$ cat config.mk
export PLATFORM = sky130hd
export DESIGN_NAME = seven_segment_command_writer
export DESIGN_NICKNAME = d
export VERILOG_FILES = /design/src/rtl/core/ssw_pkg.sv /design/src/rtl/core/ssw_front.sv /design/src/rtl/core/ssw_cmd_queue.sv /design/src/rtl/core/ssw_back.sv /design/src/rtl/core/seven_segment_command_writer.sv
export SDC_FILE = /design/constraint.sdc
export NUM_CORES = 1
export LEC_CHECK = 0
export ABC_CLOCK_PERIOD_IN_PS = 15000
export BUFFER_PORTS_ARGS = -buffer_cell sky130_fd_sc_hd__buf_2
export CORE_UTILIZATION = 65
export DETAILED_ROUTE_END_ITERATION = 12
export PLACE_DENSITY = 0.83
export SETUP_SLACK_MARGIN = 0.15
export SLEW_MARGIN = 20
export SYNTH_ARGS = -nofsm -noshare
export SYNTH_HDL_FRONTEND = slang
export SYNTH_SLANG_ARGS = --single-unit
$ cat constraint.sdc
create_clock -name i_clk -period 15 [get_ports i_clk]
set_input_delay 1.5 -clock i_clk [delete_from_list [all_inputs] [get_ports i_clk]]
set_output_delay 1.5 -clock i_clk [all_outputs]
set_load 0.01 [all_outputs]
$ cat src/rtl/core/ssw_pkg.sv
package ssw_pkg;

    // operation codes of a command item
    localparam logic [2:0] OP_RAW       = 3'd0;
    localparam logic [2:0] OP_CLR_DIGIT = 3'd1;
    localparam logic [2:0] OP_CLR_LINE  = 3'd2;
    localparam logic [2:0] OP_CLR_ALL   = 3'd3;
    localparam logic [2:0] OP_HEX16     = 3'd4;
    localparam logic [2:0] OP_HEX8      = 3'd5;
    localparam logic [2:0] OP_DEC16     = 3'd6;
    localparam logic [2:0] OP_ERR       = 3'd7;

    // configuration register indexes
    localparam int          CFG_IDX_W    = 2;
    localparam logic [1:0]  CFG_LETTER_E = 2'd0;
    localparam logic [1:0]  CFG_LETTER_R = 2'd1;
    localparam logic [6:0]  LETTER_E_RST = 7'd79;
    localparam logic [6:0]  LETTER_R_RST = 7'd10;

    // controller byte codes
    localparam logic [7:0] CTRL_HEX   = 8'h58;
    localparam logic [7:0] CTRL_NODEC = 8'h78;
    localparam logic [7:0] POINT_BIT  = 8'h80;
    localparam logic [7:0] BLANK_DATA = 8'h80;

    // divide by ten: (v * 52429) >> 19 is exact for every 16-bit v
    localparam logic [16:0] RECIP_TEN   = 17'd52429;
    localparam int          RECIP_SHIFT = 19;

    typedef enum logic [2:0] {
        K_RAW   = 3'd0,
        K_BLANK = 3'd1,
        K_HEX   = 3'd2,
        K_DEC   = 3'd3,
        K_ERR   = 3'd4
    } t_kind;

    typedef struct packed {
        logic [2:0]  operation;
        logic [2:0]  digit_address;
        logic [7:0]  data_byte;
        logic        decode_hex;
        logic        point_on;
        logic        line;
        logic [15:0] value;
    } t_cmd_in;

    typedef struct packed {
        logic [7:0] bus_byte;
        logic       control_select;
        logic       last;
    } t_result;

    // classified command, as handed from the front to the back
    typedef struct packed {
        t_kind       kind;
        logic [2:0]  start_addr;
        logic        addr_down;
        logic [2:0]  last_idx;
        logic [7:0]  data;
        logic        hex;
        logic [15:0] value;
    } t_desc;

    typedef struct packed {
        logic [6:0] letter_e;
        logic [6:0] letter_r;
    } t_patterns;

endpackage

$ cat src/rtl/core/ssw_front.sv
module ssw_front import ssw_pkg::*; (
    input  t_cmd_in i_cmd,
    output t_desc   o_desc
);

    logic [2:0] line_base;

    assign line_base = {i_cmd.line, 2'b00};

    always_comb begin
        o_desc           = '0;
        o_desc.kind      = K_ERR;
        o_desc.start_addr = line_base;
        o_desc.addr_down = 1'b0;
        o_desc.last_idx  = 3'd3;
        o_desc.data      = BLANK_DATA;
        o_desc.hex       = 1'b0;
        o_desc.value     = i_cmd.value;
        case (i_cmd.operation)
            OP_RAW: begin
                o_desc.kind       = K_RAW;
                o_desc.start_addr = i_cmd.digit_address;
                o_desc.last_idx   = 3'd0;
                o_desc.data       = {~i_cmd.point_on, i_cmd.data_byte[6:0]};
                o_desc.hex        = i_cmd.decode_hex;
            end
            OP_CLR_DIGIT: begin
                o_desc.kind       = K_BLANK;
                o_desc.start_addr = i_cmd.digit_address;
                o_desc.last_idx   = 3'd0;
            end
            OP_CLR_LINE: begin
                o_desc.kind = K_BLANK;
            end
            OP_CLR_ALL: begin
                o_desc.kind       = K_BLANK;
                o_desc.start_addr = 3'd0;
                o_desc.last_idx   = 3'd7;
            end
            OP_HEX16: begin
                o_desc.kind = K_HEX;
                o_desc.hex  = 1'b1;
            end
            OP_HEX8: begin
                // low byte moved up so the same nibble walk serves it
                o_desc.kind       = K_HEX;
                o_desc.hex        = 1'b1;
                o_desc.start_addr = i_cmd.digit_address;
                o_desc.last_idx   = 3'd1;
                o_desc.value      = {i_cmd.value[7:0], 8'h00};
            end
            OP_DEC16: begin
                o_desc.kind       = K_DEC;
                o_desc.hex        = 1'b1;
                o_desc.start_addr = {i_cmd.line, 2'b11};
                o_desc.addr_down  = 1'b1;
            end
            OP_ERR: begin
                o_desc.kind = K_ERR;
            end
            default: begin
                o_desc.kind = K_ERR;
            end
        endcase
    end

endmodule

$ cat src/rtl/core/ssw_cmd_queue.sv
module ssw_cmd_queue import ssw_pkg::*; (
    input  logic  i_clk,
    input  logic  i_rst_n,
    input  logic  i_wr,
    input  t_desc i_desc,
    output logic  o_full,
    input  logic  i_rd,
    output logic  o_valid,
    output t_desc o_desc
);

    t_desc      r_entry [2];
    logic       r_wr_ptr, n_wr_ptr;
    logic       r_rd_ptr, n_rd_ptr;
    logic [1:0] r_count,  n_count;
    logic       do_wr, do_rd;

    assign o_full  = (r_count == 2'd2);
    assign o_valid = (r_count != 2'd0);
    assign o_desc  = r_entry[r_rd_ptr];
    assign do_wr   = i_wr && !o_full;
    assign do_rd   = i_rd && o_valid;

    always_comb begin
        n_wr_ptr = do_wr ? ~r_wr_ptr : r_wr_ptr;
        n_rd_ptr = do_rd ? ~r_rd_ptr : r_rd_ptr;
        n_count  = r_count;
        if (do_wr && !do_rd) begin
            n_count = r_count + 2'd1;
        end else if (do_rd && !do_wr) begin
            n_count = r_count - 2'd1;
        end
    end

    always_ff @(posedge i_clk) begin
        if (!i_rst_n) begin
            r_wr_ptr <= 1'b0;
            r_rd_ptr <= 1'b0;
            r_count  <= 2'd0;
        end else begin
            r_wr_ptr <= n_wr_ptr;
            r_rd_ptr <= n_rd_ptr;
            r_count  <= n_count;
        end
    end

    always_ff @(posedge i_clk) begin
        if (do_wr) begin
            r_entry[r_wr_ptr] <= i_desc;
        end
    end

endmodule

$ cat src/rtl/core/ssw_back.sv
module ssw_back import ssw_pkg::*; (
    input  logic      i_clk,
    input  logic      i_rst_n,
    input  t_patterns i_patterns,
    input  logic      i_desc_valid,
    input  t_desc     i_desc,
    output logic      o_desc_take,
    output logic      o_empty,
    input  logic      i_pop,
    output t_result   o_result
);

    typedef enum logic [1:0] {
        PH_CTRL = 2'b01,
        PH_DATA = 2'b10
    } t_phase;

    logic        r_busy,  n_busy;
    t_desc       r_cmd,   n_cmd;
    t_phase      r_phase, n_phase;
    logic [2:0]  r_idx,   n_idx;
    logic [2:0]  r_addr,  n_addr;
    logic [15:0] r_v,     n_v;
    logic [15:0] r_q,     n_q;

    // output queue
    t_result     r_out [2];
    logic        r_out_wr, r_out_rd;
    logic [1:0]  r_out_cnt;
    logic        out_full, out_push, out_pop;
    t_result     item;

    logic        advance, is_last;
    logic [32:0] prod;
    logic [15:0] q_times_ten;
    logic [3:0]  rem;
    logic [7:0]  data_byte;
    logic        use_hex;

    assign out_full = (r_out_cnt == 2'd2);
    assign o_empty  = (r_out_cnt == 2'd0);
    assign out_pop  = i_pop && !o_empty;
    assign o_result = r_out[r_out_rd];

    assign advance  = r_busy && !out_full;
    assign out_push = advance;
    assign is_last  = (r_idx == r_cmd.last_idx);
    assign o_desc_take = i_desc_valid
        && (!r_busy || (advance && r_phase == PH_DATA && is_last));

    // quotient is taken on the control write, the digit on the data write
    assign prod        = r_v * RECIP_TEN;
    assign q_times_ten = {r_q[12:0], 3'b000} + {r_q[14:0], 1'b0};
    assign rem         = r_v[3:0] - q_times_ten[3:0];

    always_comb begin
        use_hex   = r_cmd.hex;
        data_byte = BLANK_DATA;
        case (r_cmd.kind)
            K_RAW:   data_byte = r_cmd.data;
            K_BLANK: data_byte = BLANK_DATA;
            K_HEX:   data_byte = POINT_BIT | {4'h0, r_v[15:12]};
            K_DEC:   data_byte = POINT_BIT | {4'h0, rem};
            K_ERR: begin
                case (r_idx)
                    3'd0:    data_byte = {1'b1, i_patterns.letter_e};
                    3'd1:    data_byte = {1'b1, i_patterns.letter_r};
                    3'd2:    data_byte = {1'b1, i_patterns.letter_r};
                    default: data_byte = BLANK_DATA;
                endcase
            end
            default: data_byte = BLANK_DATA;
        endcase
    end

    always_comb begin
        item = '0;
        if (r_phase == PH_CTRL) begin
            item.bus_byte       = (use_hex ? CTRL_HEX : CTRL_NODEC) | {5'b0, r_addr};
            item.control_select = 1'b1;
            item.last           = 1'b0;
        end else begin
            item.bus_byte       = data_byte;
            item.control_select = 1'b0;
            item.last           = is_last;
        end
    end

    always_comb begin
        n_busy  = r_busy;
        n_cmd   = r_cmd;
        n_phase = r_phase;
        n_idx   = r_idx;
        n_addr  = r_addr;
        n_v     = r_v;
        n_q     = r_q;
        if (advance) begin
            case (r_phase)
                PH_CTRL: begin
                    n_phase = PH_DATA;
                    n_q     = {2'b00, prod[32:RECIP_SHIFT]};
                end
                PH_DATA: begin
                    n_phase = PH_CTRL;
                    if (is_last) begin
                        n_busy = 1'b0;
                    end else begin
                        n_idx  = r_idx + 3'd1;
                        n_addr = r_cmd.addr_down ? r_addr - 3'd1 : r_addr + 3'd1;
                        n_v    = (r_cmd.kind == K_DEC) ? r_q : {r_v[11:0], 4'h0};
                    end
                end
                default: n_phase = PH_CTRL;
            endcase
        end
        if (o_desc_take) begin
            n_busy  = 1'b1;
            n_cmd   = i_desc;
            n_phase = PH_CTRL;
            n_idx   = 3'd0;
            n_addr  = i_desc.start_addr;
            n_v     = i_desc.value;
        end
    end

    always_ff @(posedge i_clk) begin
        if (!i_rst_n) begin
            r_busy    <= 1'b0;
            r_phase   <= PH_CTRL;
            r_idx     <= 3'd0;
            r_out_wr  <= 1'b0;
            r_out_rd  <= 1'b0;
            r_out_cnt <= 2'd0;
        end else begin
            r_busy  <= n_busy;
            r_phase <= n_phase;
            r_idx   <= n_idx;
            if (out_push) begin
                r_out_wr <= ~r_out_wr;
            end
            if (out_pop) begin
                r_out_rd <= ~r_out_rd;
            end
            if (out_push && !out_pop) begin
                r_out_cnt <= r_out_cnt + 2'd1;
            end else if (out_pop && !out_push) begin
                r_out_cnt <= r_out_cnt - 2'd1;
            end
        end
    end

    always_ff @(posedge i_clk) begin
        r_cmd  <= n_cmd;
        r_addr <= n_addr;
        r_v    <= n_v;
        r_q    <= n_q;
        if (out_push) begin
            r_out[r_out_wr] <= item;
        end
    end

endmodule

$ cat src/rtl/core/seven_segment_command_writer.sv
// Seven-segment command writer: each command item taken from the push side
// becomes the byte writes of an eight-digit parallel display controller,
// a control byte (decode mode and digit address) then a data byte for each
// digit, with last set on the final byte of the command. Every result item
// stands for one strobe. Raw digit and clear digit give 2 items, hex8 gives
// 4, clear line, hex16, decimal16 and err give 8, clear all gives 16. The
// back end emits one byte per cycle while its output queue is not full, and
// commands follow each other with no gap; a two-entry command queue keeps the
// input open while the back end works, and a two-entry output queue decouples
// it from pop. Registers 0 and 1 of the configuration channel hold the
// no-decode patterns of E and r; other indexes are ignored and the channel
// is always ready.
module seven_segment_command_writer import ssw_pkg::*; (
    input  logic                 i_clk,
    input  logic                 i_rst_n,
    // command side
    input  logic                 push,
    output logic                 full,
    input  t_cmd_in              i_cmd,
    // result side
    output logic                 empty,
    input  logic                 pop,
    output t_result              o_result,
    // configuration writes
    input  logic                 i_cfg_valid,
    output logic                 o_cfg_ready,
    input  logic [CFG_IDX_W-1:0] i_cfg_index,
    input  logic [6:0]           i_cfg_data
);

    t_patterns r_patterns;
    t_desc     front_desc;
    t_desc     queue_desc;
    logic      queue_valid;
    logic      queue_take;

    // configuration registers, always writable
    assign o_cfg_ready = 1'b1;

    always_ff @(posedge i_clk) begin
        if (!i_rst_n) begin
            r_patterns.letter_e <= LETTER_E_RST;
            r_patterns.letter_r <= LETTER_R_RST;
        end else if (i_cfg_valid) begin
            case (i_cfg_index)
                CFG_LETTER_E: r_patterns.letter_e <= i_cfg_data;
                CFG_LETTER_R: r_patterns.letter_r <= i_cfg_data;
                default: begin
                end
            endcase
        end
    end

    // front: sort the command into a digit walk
    ssw_front u_front (
        .i_cmd  (i_cmd),
        .o_desc (front_desc)
    );

    // short queue between front and back
    ssw_cmd_queue u_queue (
        .i_clk   (i_clk),
        .i_rst_n (i_rst_n),
        .i_wr    (push),
        .i_desc  (front_desc),
        .o_full  (full),
        .i_rd    (queue_take),
        .o_valid (queue_valid),
        .o_desc  (queue_desc)
    );

    // back: walk the digits, one byte write per cycle while the output queue has room
    ssw_back u_back (
        .i_clk        (i_clk),
        .i_rst_n      (i_rst_n),
        .i_patterns   (r_patterns),
        .i_desc_valid (queue_valid),
        .i_desc       (queue_desc),
        .o_desc_take  (queue_take),
        .o_empty      (empty),
        .i_pop        (pop),
        .o_result     (o_result)
    );

endmodule
* Word-level counts from Yosys, hierarchy flattened *
Memories as Yosys holds them, arrays and structs flattened. A register that Yosys moved wholly into a read port is not among the register bits.
Index checks and enable logic that the tools add are counted.

cells by class
  add/subtract/negate cells = 9
  multipliers = 1
  eq/ne operators = 19
  mux-type cells = 38
  bitwise gates (word level) = 8
  reductions and logical operators = 44

operators with widths
  operator                                                               number
  16-bit 2-to-1 mux                                                      6
  16-bit by 16-bit multiplier with 32-bit output, second input constant  1
  8-bit one-hot mux with 4 select lines                                  1
  3-bit one-hot mux with 3 select lines                                  2
  3-bit by 2-bit == test with 1-bit output, second input constant        5
  3-bit == test, second input constant                                   5
  3-bit 2-to-1 mux                                                       5
  3-bit one-hot mux with 5 select lines                                  1
  7-bit one-hot mux with 2 select lines                                  1
  1-bit 2-to-1 mux                                                       13
  2-bit nonzero test                                                     6
  1-bit logical AND                                                      11
  10-bit 2-to-1 mux                                                      1
  2-bit 2-to-1 mux                                                       5
  3-bit zero test                                                        3
  3-bit AND reduction                                                    3
  3-bit OR reduction                                                     3
  1-bit zero test                                                        8
  8-bit 2-to-1 mux                                                       1
  8-bit by 3-bit OR with 8-bit output                                    1
  2-bit OR reduction                                                     4
  1-bit NOT                                                              7
  3-bit by 1-bit adder with 3-bit output, second input constant          2
  2-bit == test, second input constant                                   3
  other kinds (14)                                                       21

storage, ports and cells
  flip-flop bits (word level) = 76
  memory bits (writable) = 90
  bits of input ports = 47
  memories = 2

memories
  name             words  width  rd ports  clocked after memory_dff  wr ports  line                 source
  u_queue.r_entry  2      35     1         1                         1         ssw_cmd_queue.sv:12  t_desc r_entry [2];
  u_back.r_out     2      10     1         1                         1         ssw_back.sv:27       t_result r_out [2];

* Longest topological paths before layout *
  depth after elaboration = 11
  mapped depth = 20
  gate-level depth less buffers = 20

* Hierarchy *
From an unflattened synthesis, not the netlist that was laid out.

unflattened totals
  cell total of the unflattened synthesis = 1021
  area, all modules = 11787.6 µm²

by module, submodules not included
  module                        instances  cells an instance  area an instance (µm²)  seq. area each (µm²)
  ssw_back                      1          782                8064.0                  2262.2
  ssw_cmd_queue                 1          134                2760.1                  2202.1
  seven_segment_command_writer  1          59                 598.1                   280.3
  ssw_front                     1          46                 365.4                   0.0

* Worst setup path after synthesis *
No wires, ideal clock.

  path kind = reg2reg
  start point = register u_back.r_v[3]
  end point = register u_back.r_q[11] (data pin)
  library setup time = 279 ps
  data arrival time = 5080 ps
  path slack = 9641 ps
  cell stages (with the launch flop) = 19
  buffers on the path = 0
  period minus slack after synthesis = 5359 ps
  cell sequence = edfxtp_1 -> ha_1 -> inv_1 -> fa_1 -> inv_1 -> fa_1 -> fa_1 -> fa_1 -> inv_1 -> fa_1 -> inv_1 -> ha_1 -> a21o_1 -> a21o_1 -> a2111oi_2 -> o31ai_2 -> a21oi_2 -> o31a_1 -> a311oi_2

on the way
  longest elaborated chain between the ends = 1

ends and longest elaborated chain
  element                                         line             source
  start, declared                                 ssw_back.sv:23   logic [15:0] r_v, n_v;
  start signal, assigned                          ssw_back.sv:155  r_v <= n_v;
  16-bit by 16-bit multiplier with 32-bit output  ssw_back.sv:52   assign prod = r_v * RECIP_TEN;
  net u_back.prod[30]                             ssw_back.sv:34   logic [32:0] prod;
  end signal, assigned                            ssw_back.sv:156  r_q <= n_q;
  end, declared                                   ssw_back.sv:24   logic [15:0] r_q, n_q;

The timed path passes the listed nets, and every way through them passes these cells.
A chain may end at the register's enable or synchronous reset.

* Worst setup path after layout *
  start point = register u_back.r_v[3]
  end point = register u_back.r_q[5] (data pin)

The elaborated chain is that of the path after synthesis.

==> reports/summary.txt <==
====================================================================================================
Total clock buffers created by CTS ....................................................           17
Total of warnings raised by yosys .....................................................            0
Worst path most repeated cell ......................................................... sky130_fd_sc_hd__fa_1
Number of flops mapped to enable cells by yosys .......................................          138
Hold_sp ............................................................................... r_patterns[9]$_SDFFE_PN1P_
Critical Path Slowest Stage Cell ...................................................... sky130_fd_sc_hd__edfxtp_1
Fin Clk Skew ..........................................................................      16.0 ps
Endpoint kind of the worst setup timing path ..........................................    flip-flop
#FFs+latches synth ....................................................................          168
Yosys cell types ......................................................................           63
Initial core utilization ..............................................................        67.4%
DRC violation count after routing .....................................................            0
Detailed-router iteration count before antenna repair .................................           11
Post-cts repair resize count ..........................................................            0
Max Freq ..............................................................................      169 MHz
Slew Viols, Final .....................................................................            0
I/O pin total .........................................................................           60
Antenna diode count ...................................................................            0
Final-layout setup total negative slack ...............................................         0 ps
Leading cell types by total area after synthesis ...................................... sky130_fd_sc_hd__edfxtp_1 (35%), sky130_fd_sc_hd__ha_1 (15%), sky130_fd_sc_hd__fa_1 (14%)
Count of input and output buffers .....................................................           57
Largest net degree at the start of global routing .....................................           48
First-pass GRT wire length ............................................................     38300 µm
Initial antenna violation count .......................................................            0
Overall track demand over capacity in global routing ..................................        27.8%
Total congestion overflow after global routing ........................................            0
Die Height ............................................................................       137 µm
Number of failing hold endpoints at the final stage ...................................            0
Vias/cell .............................................................................         5.75
Die X-Extent ..........................................................................       137 µm
WL per Instance .......................................................................      18.1 µm
Post-DRT Antenna Nets .................................................................            0
Synth Flop Type ....................................................................... sky130_fd_sc_hd__edfxtp_1
Final worst path period share .........................................................        39.4%
Count of hold-fix buffers inserted at cts .............................................            0
Top fanout value on the critical path .................................................            7
Sequential-to-total area share from yosys stat ........................................        40.2%
Worst-margin pin slew .................................................................      1000 ps
Launching element type of the critical path ...........................................    flip-flop
Combined area of the multi-input logic cells ..........................................     6210 µm²
Synth top area share ..................................................................        35.1%
Clock insertion delay at the later pin of the skew report .............................       430 ps
Number of max-cap violations ..........................................................            0
Number of sinks driven by the clock tree ..............................................          168
Placer Congestion .....................................................................        0.916
Average cell area after synthesis .....................................................     11.5 µm²
Critical-path cell list ............................................................... ha_1 -> inv_1 -> fa_1 -> inv_1 -> fa_1 -> fa_1 -> fa_1 -> inv_1 -> fa_1 -> inv_1 -> ha_1 -> a21o_1 -> a21o_1 -> a221o_2 -> a31oi_1 -> o21ai_1 -> xnor2_1
Largest stage delay on the critical path ..............................................       590 ps
Gate family responsible for the most delay along the worst path .......................  adder cells
Placeable core area ...................................................................    17500 µm²
CTS Root Cell ......................................................................... sky130_fd_sc_hd__clkbuf_16
Cell area after synthesis .............................................................    11800 µm²
Share of flip-flops with an asynchronous set or reset .................................           0%
Post-layout minimum cycle time ........................................................      5910 ps
TritonCTS clock tree ..................................................................          yes
Beginning of the critical path ........................................................ u_back.r_v[3]$_DFFE_PP_
Final setup violating endpoints .......................................................            0
Endpoint arrival time on the critical path ............................................      6140 ps
Total nets after synthesis ............................................................         1291
RSZ-0062 raised after global routing ..................................................        false
Number of vias after detailed routing .................................................         7560
Reg area ..............................................................................     4750 µm²
CTS H-Tree Depth ......................................................................            4
Detailed-route wire length ............................................................     23800 µm
Fraction of final layout cells sized beyond drive strength 1 ..........................        13.8%
Post-synthesis instance total .........................................................         1025
Clock-pin slew reported for the worst setup and hold paths after clock tree synthesis .        60 ps
Largest buffer count on any clock path ................................................            2
Number of rows created at floorplan ...................................................           48
Final-layout fill cell count ..........................................................         1132
Critical Path RT ......................................................................     15230 ps
DRC marker count from the first detailed-route iteration ..............................          451
Most frequent cells in the layout ..................................................... sky130_fd_sc_hd__inv_1 (195), sky130_fd_sc_hd__ha_1 (139), sky130_fd_sc_hd__edfxtp_1 (138)
Postcts setup bufs ....................................................................            0
Area growth from synthesis to layout ..................................................        8.73%
Number of global-route vias before repair .............................................         7551
Most common library cell in the layout ignoring fill and taps ......................... sky130_fd_sc_hd__inv_1
Final HPWL DP .........................................................................     18200 µm
Result of the run .....................................................................    completed
Setup Crit Path Kind ..................................................................   reg -> reg
Max-slew headroom .....................................................................        33.0%
Top cell type by total area after synthesis ........................................... sky130_fd_sc_hd__edfxtp_1
Number of buffer and inverter stages on the critical path .............................            4
Kind of path behind the tightest hold check ...........................................   reg -> reg
# nets final ..........................................................................         1342
Area of the die .......................................................................    18700 µm²
Worst reg2reg startpoint .............................................................. u_back.r_v[3]$_DFFE_PP_
====================================================================================================
## synth_stat cells (14+ instances only)
library cell and n:
sky130_fd_sc_hd__inv_1 195, sky130_fd_sc_hd__a21o_1 14, sky130_fd_sc_hd__ha_1 139, sky130_fd_sc_hd__xor2_1 15, sky130_fd_sc_hd__nor2_1 32, sky130_fd_sc_hd__mux2_2 34
sky130_fd_sc_hd__edfxtp_1 138, sky130_fd_sc_hd__o21ai_0 16, sky130_fd_sc_hd__nand2_1 47, sky130_fd_sc_hd__nor2b_1 23, sky130_fd_sc_hd__mux2i_1 24, sky130_fd_sc_hd__clkbuf_1 23
sky130_fd_sc_hd__and2_1 27, sky130_fd_sc_hd__a21oi_1 24, sky130_fd_sc_hd__fa_1 80, sky130_fd_sc_hd__dfxtp_1 30, sky130_fd_sc_hd__xnor2_1 24
## metal layers
layer / vias up / track usage, % / share of wire, %
met2: 271 / 43.7 / 47
met4: 0 / 10.9 / 2.8
met3: 46 / 4.63 / 6.1
met5: - / 0 / 0
met1: 3658 / 38.9 / 44
li1: 3585 / - / -
## final timing paths
| check | to | depth (start not counted) | slack [ps] |
|---|---|---|---|
| max reg2reg | u_back.r_q[5]$_DFFE_PP_ | 17 | 9090 |
| max | u_back.r_q[5]$_DFFE_PP_ | 17 | 9090 |
| min | r_patterns[9]$_SDFFE_PN1P_ | 2 | 490 |
| min reg2reg | r_patterns[9]$_SDFFE_PN1P_ | 2 | 490 |
## registers in the layout (all words and copies together), names as in the netlist, 3 cells and up, named ones only
signal and count:
r_patterns 14, u_back.r_v 16, u_back.r_q 13, u_back.r_out 20, u_queue.r_entry 70, u_back.r_addr 3
u_back.r_idx 3, u_back.r_cmd 15
## tightest hold or removal path: cells and delay by family (launching register included)
family | cells | cell delay, ps
flip-flops | 1 | 330
AND/OR/NAND/NOR | 1 | 60
multiplexers | 1 | 70
## through the flow
stage | hold slack (ps) | util, % | cell area (µm²) | worst slack, ps | instances
2_1_floorplan | 442 | - | 11800 | 9640 | 1025
3_3_place_gp | 455 | 70.1 | 12300 | 9200 | 1282
3_5_place_dp | 466 | 70.1 | 12300 | 9160 | 1282
4_1_cts | 484 | 73.3 | 12800 | 9120 | 1314
5_1_grt | 512 | 73.3 | 12800 | 8810 | 1314
6_report | 486 | 73.3 | 12800 | 9090 | 1314
## final cells by class
type,count,area share (%)
sequential,168,36.9
clock inverter,14,0.955
tap,225,2.19
inverter,196,5.73
multi-input combinational,631,48.3
timing repair buffer,62,2.51
clock buffer,18,3.34
## kinds of logic after synthesis
| kind of cell | synth area share (%) |
|---|---|
| XOR/XNOR | 2.89 |
| multiplexers | 5.27 |
| AND/OR/NAND/NOR | 7.51 |
| adder cells (fa/ha/maj) | 28.3 |
| flip-flops | 40.2 |
| other | 0.0317 |
| buffers and inverters | 7.32 |
| AO/OA/AOI/OAI | 8.55 |
Power is not shown: default switching activity piles up to over one toggle a cycle in this logic, so the estimate is an artifact.
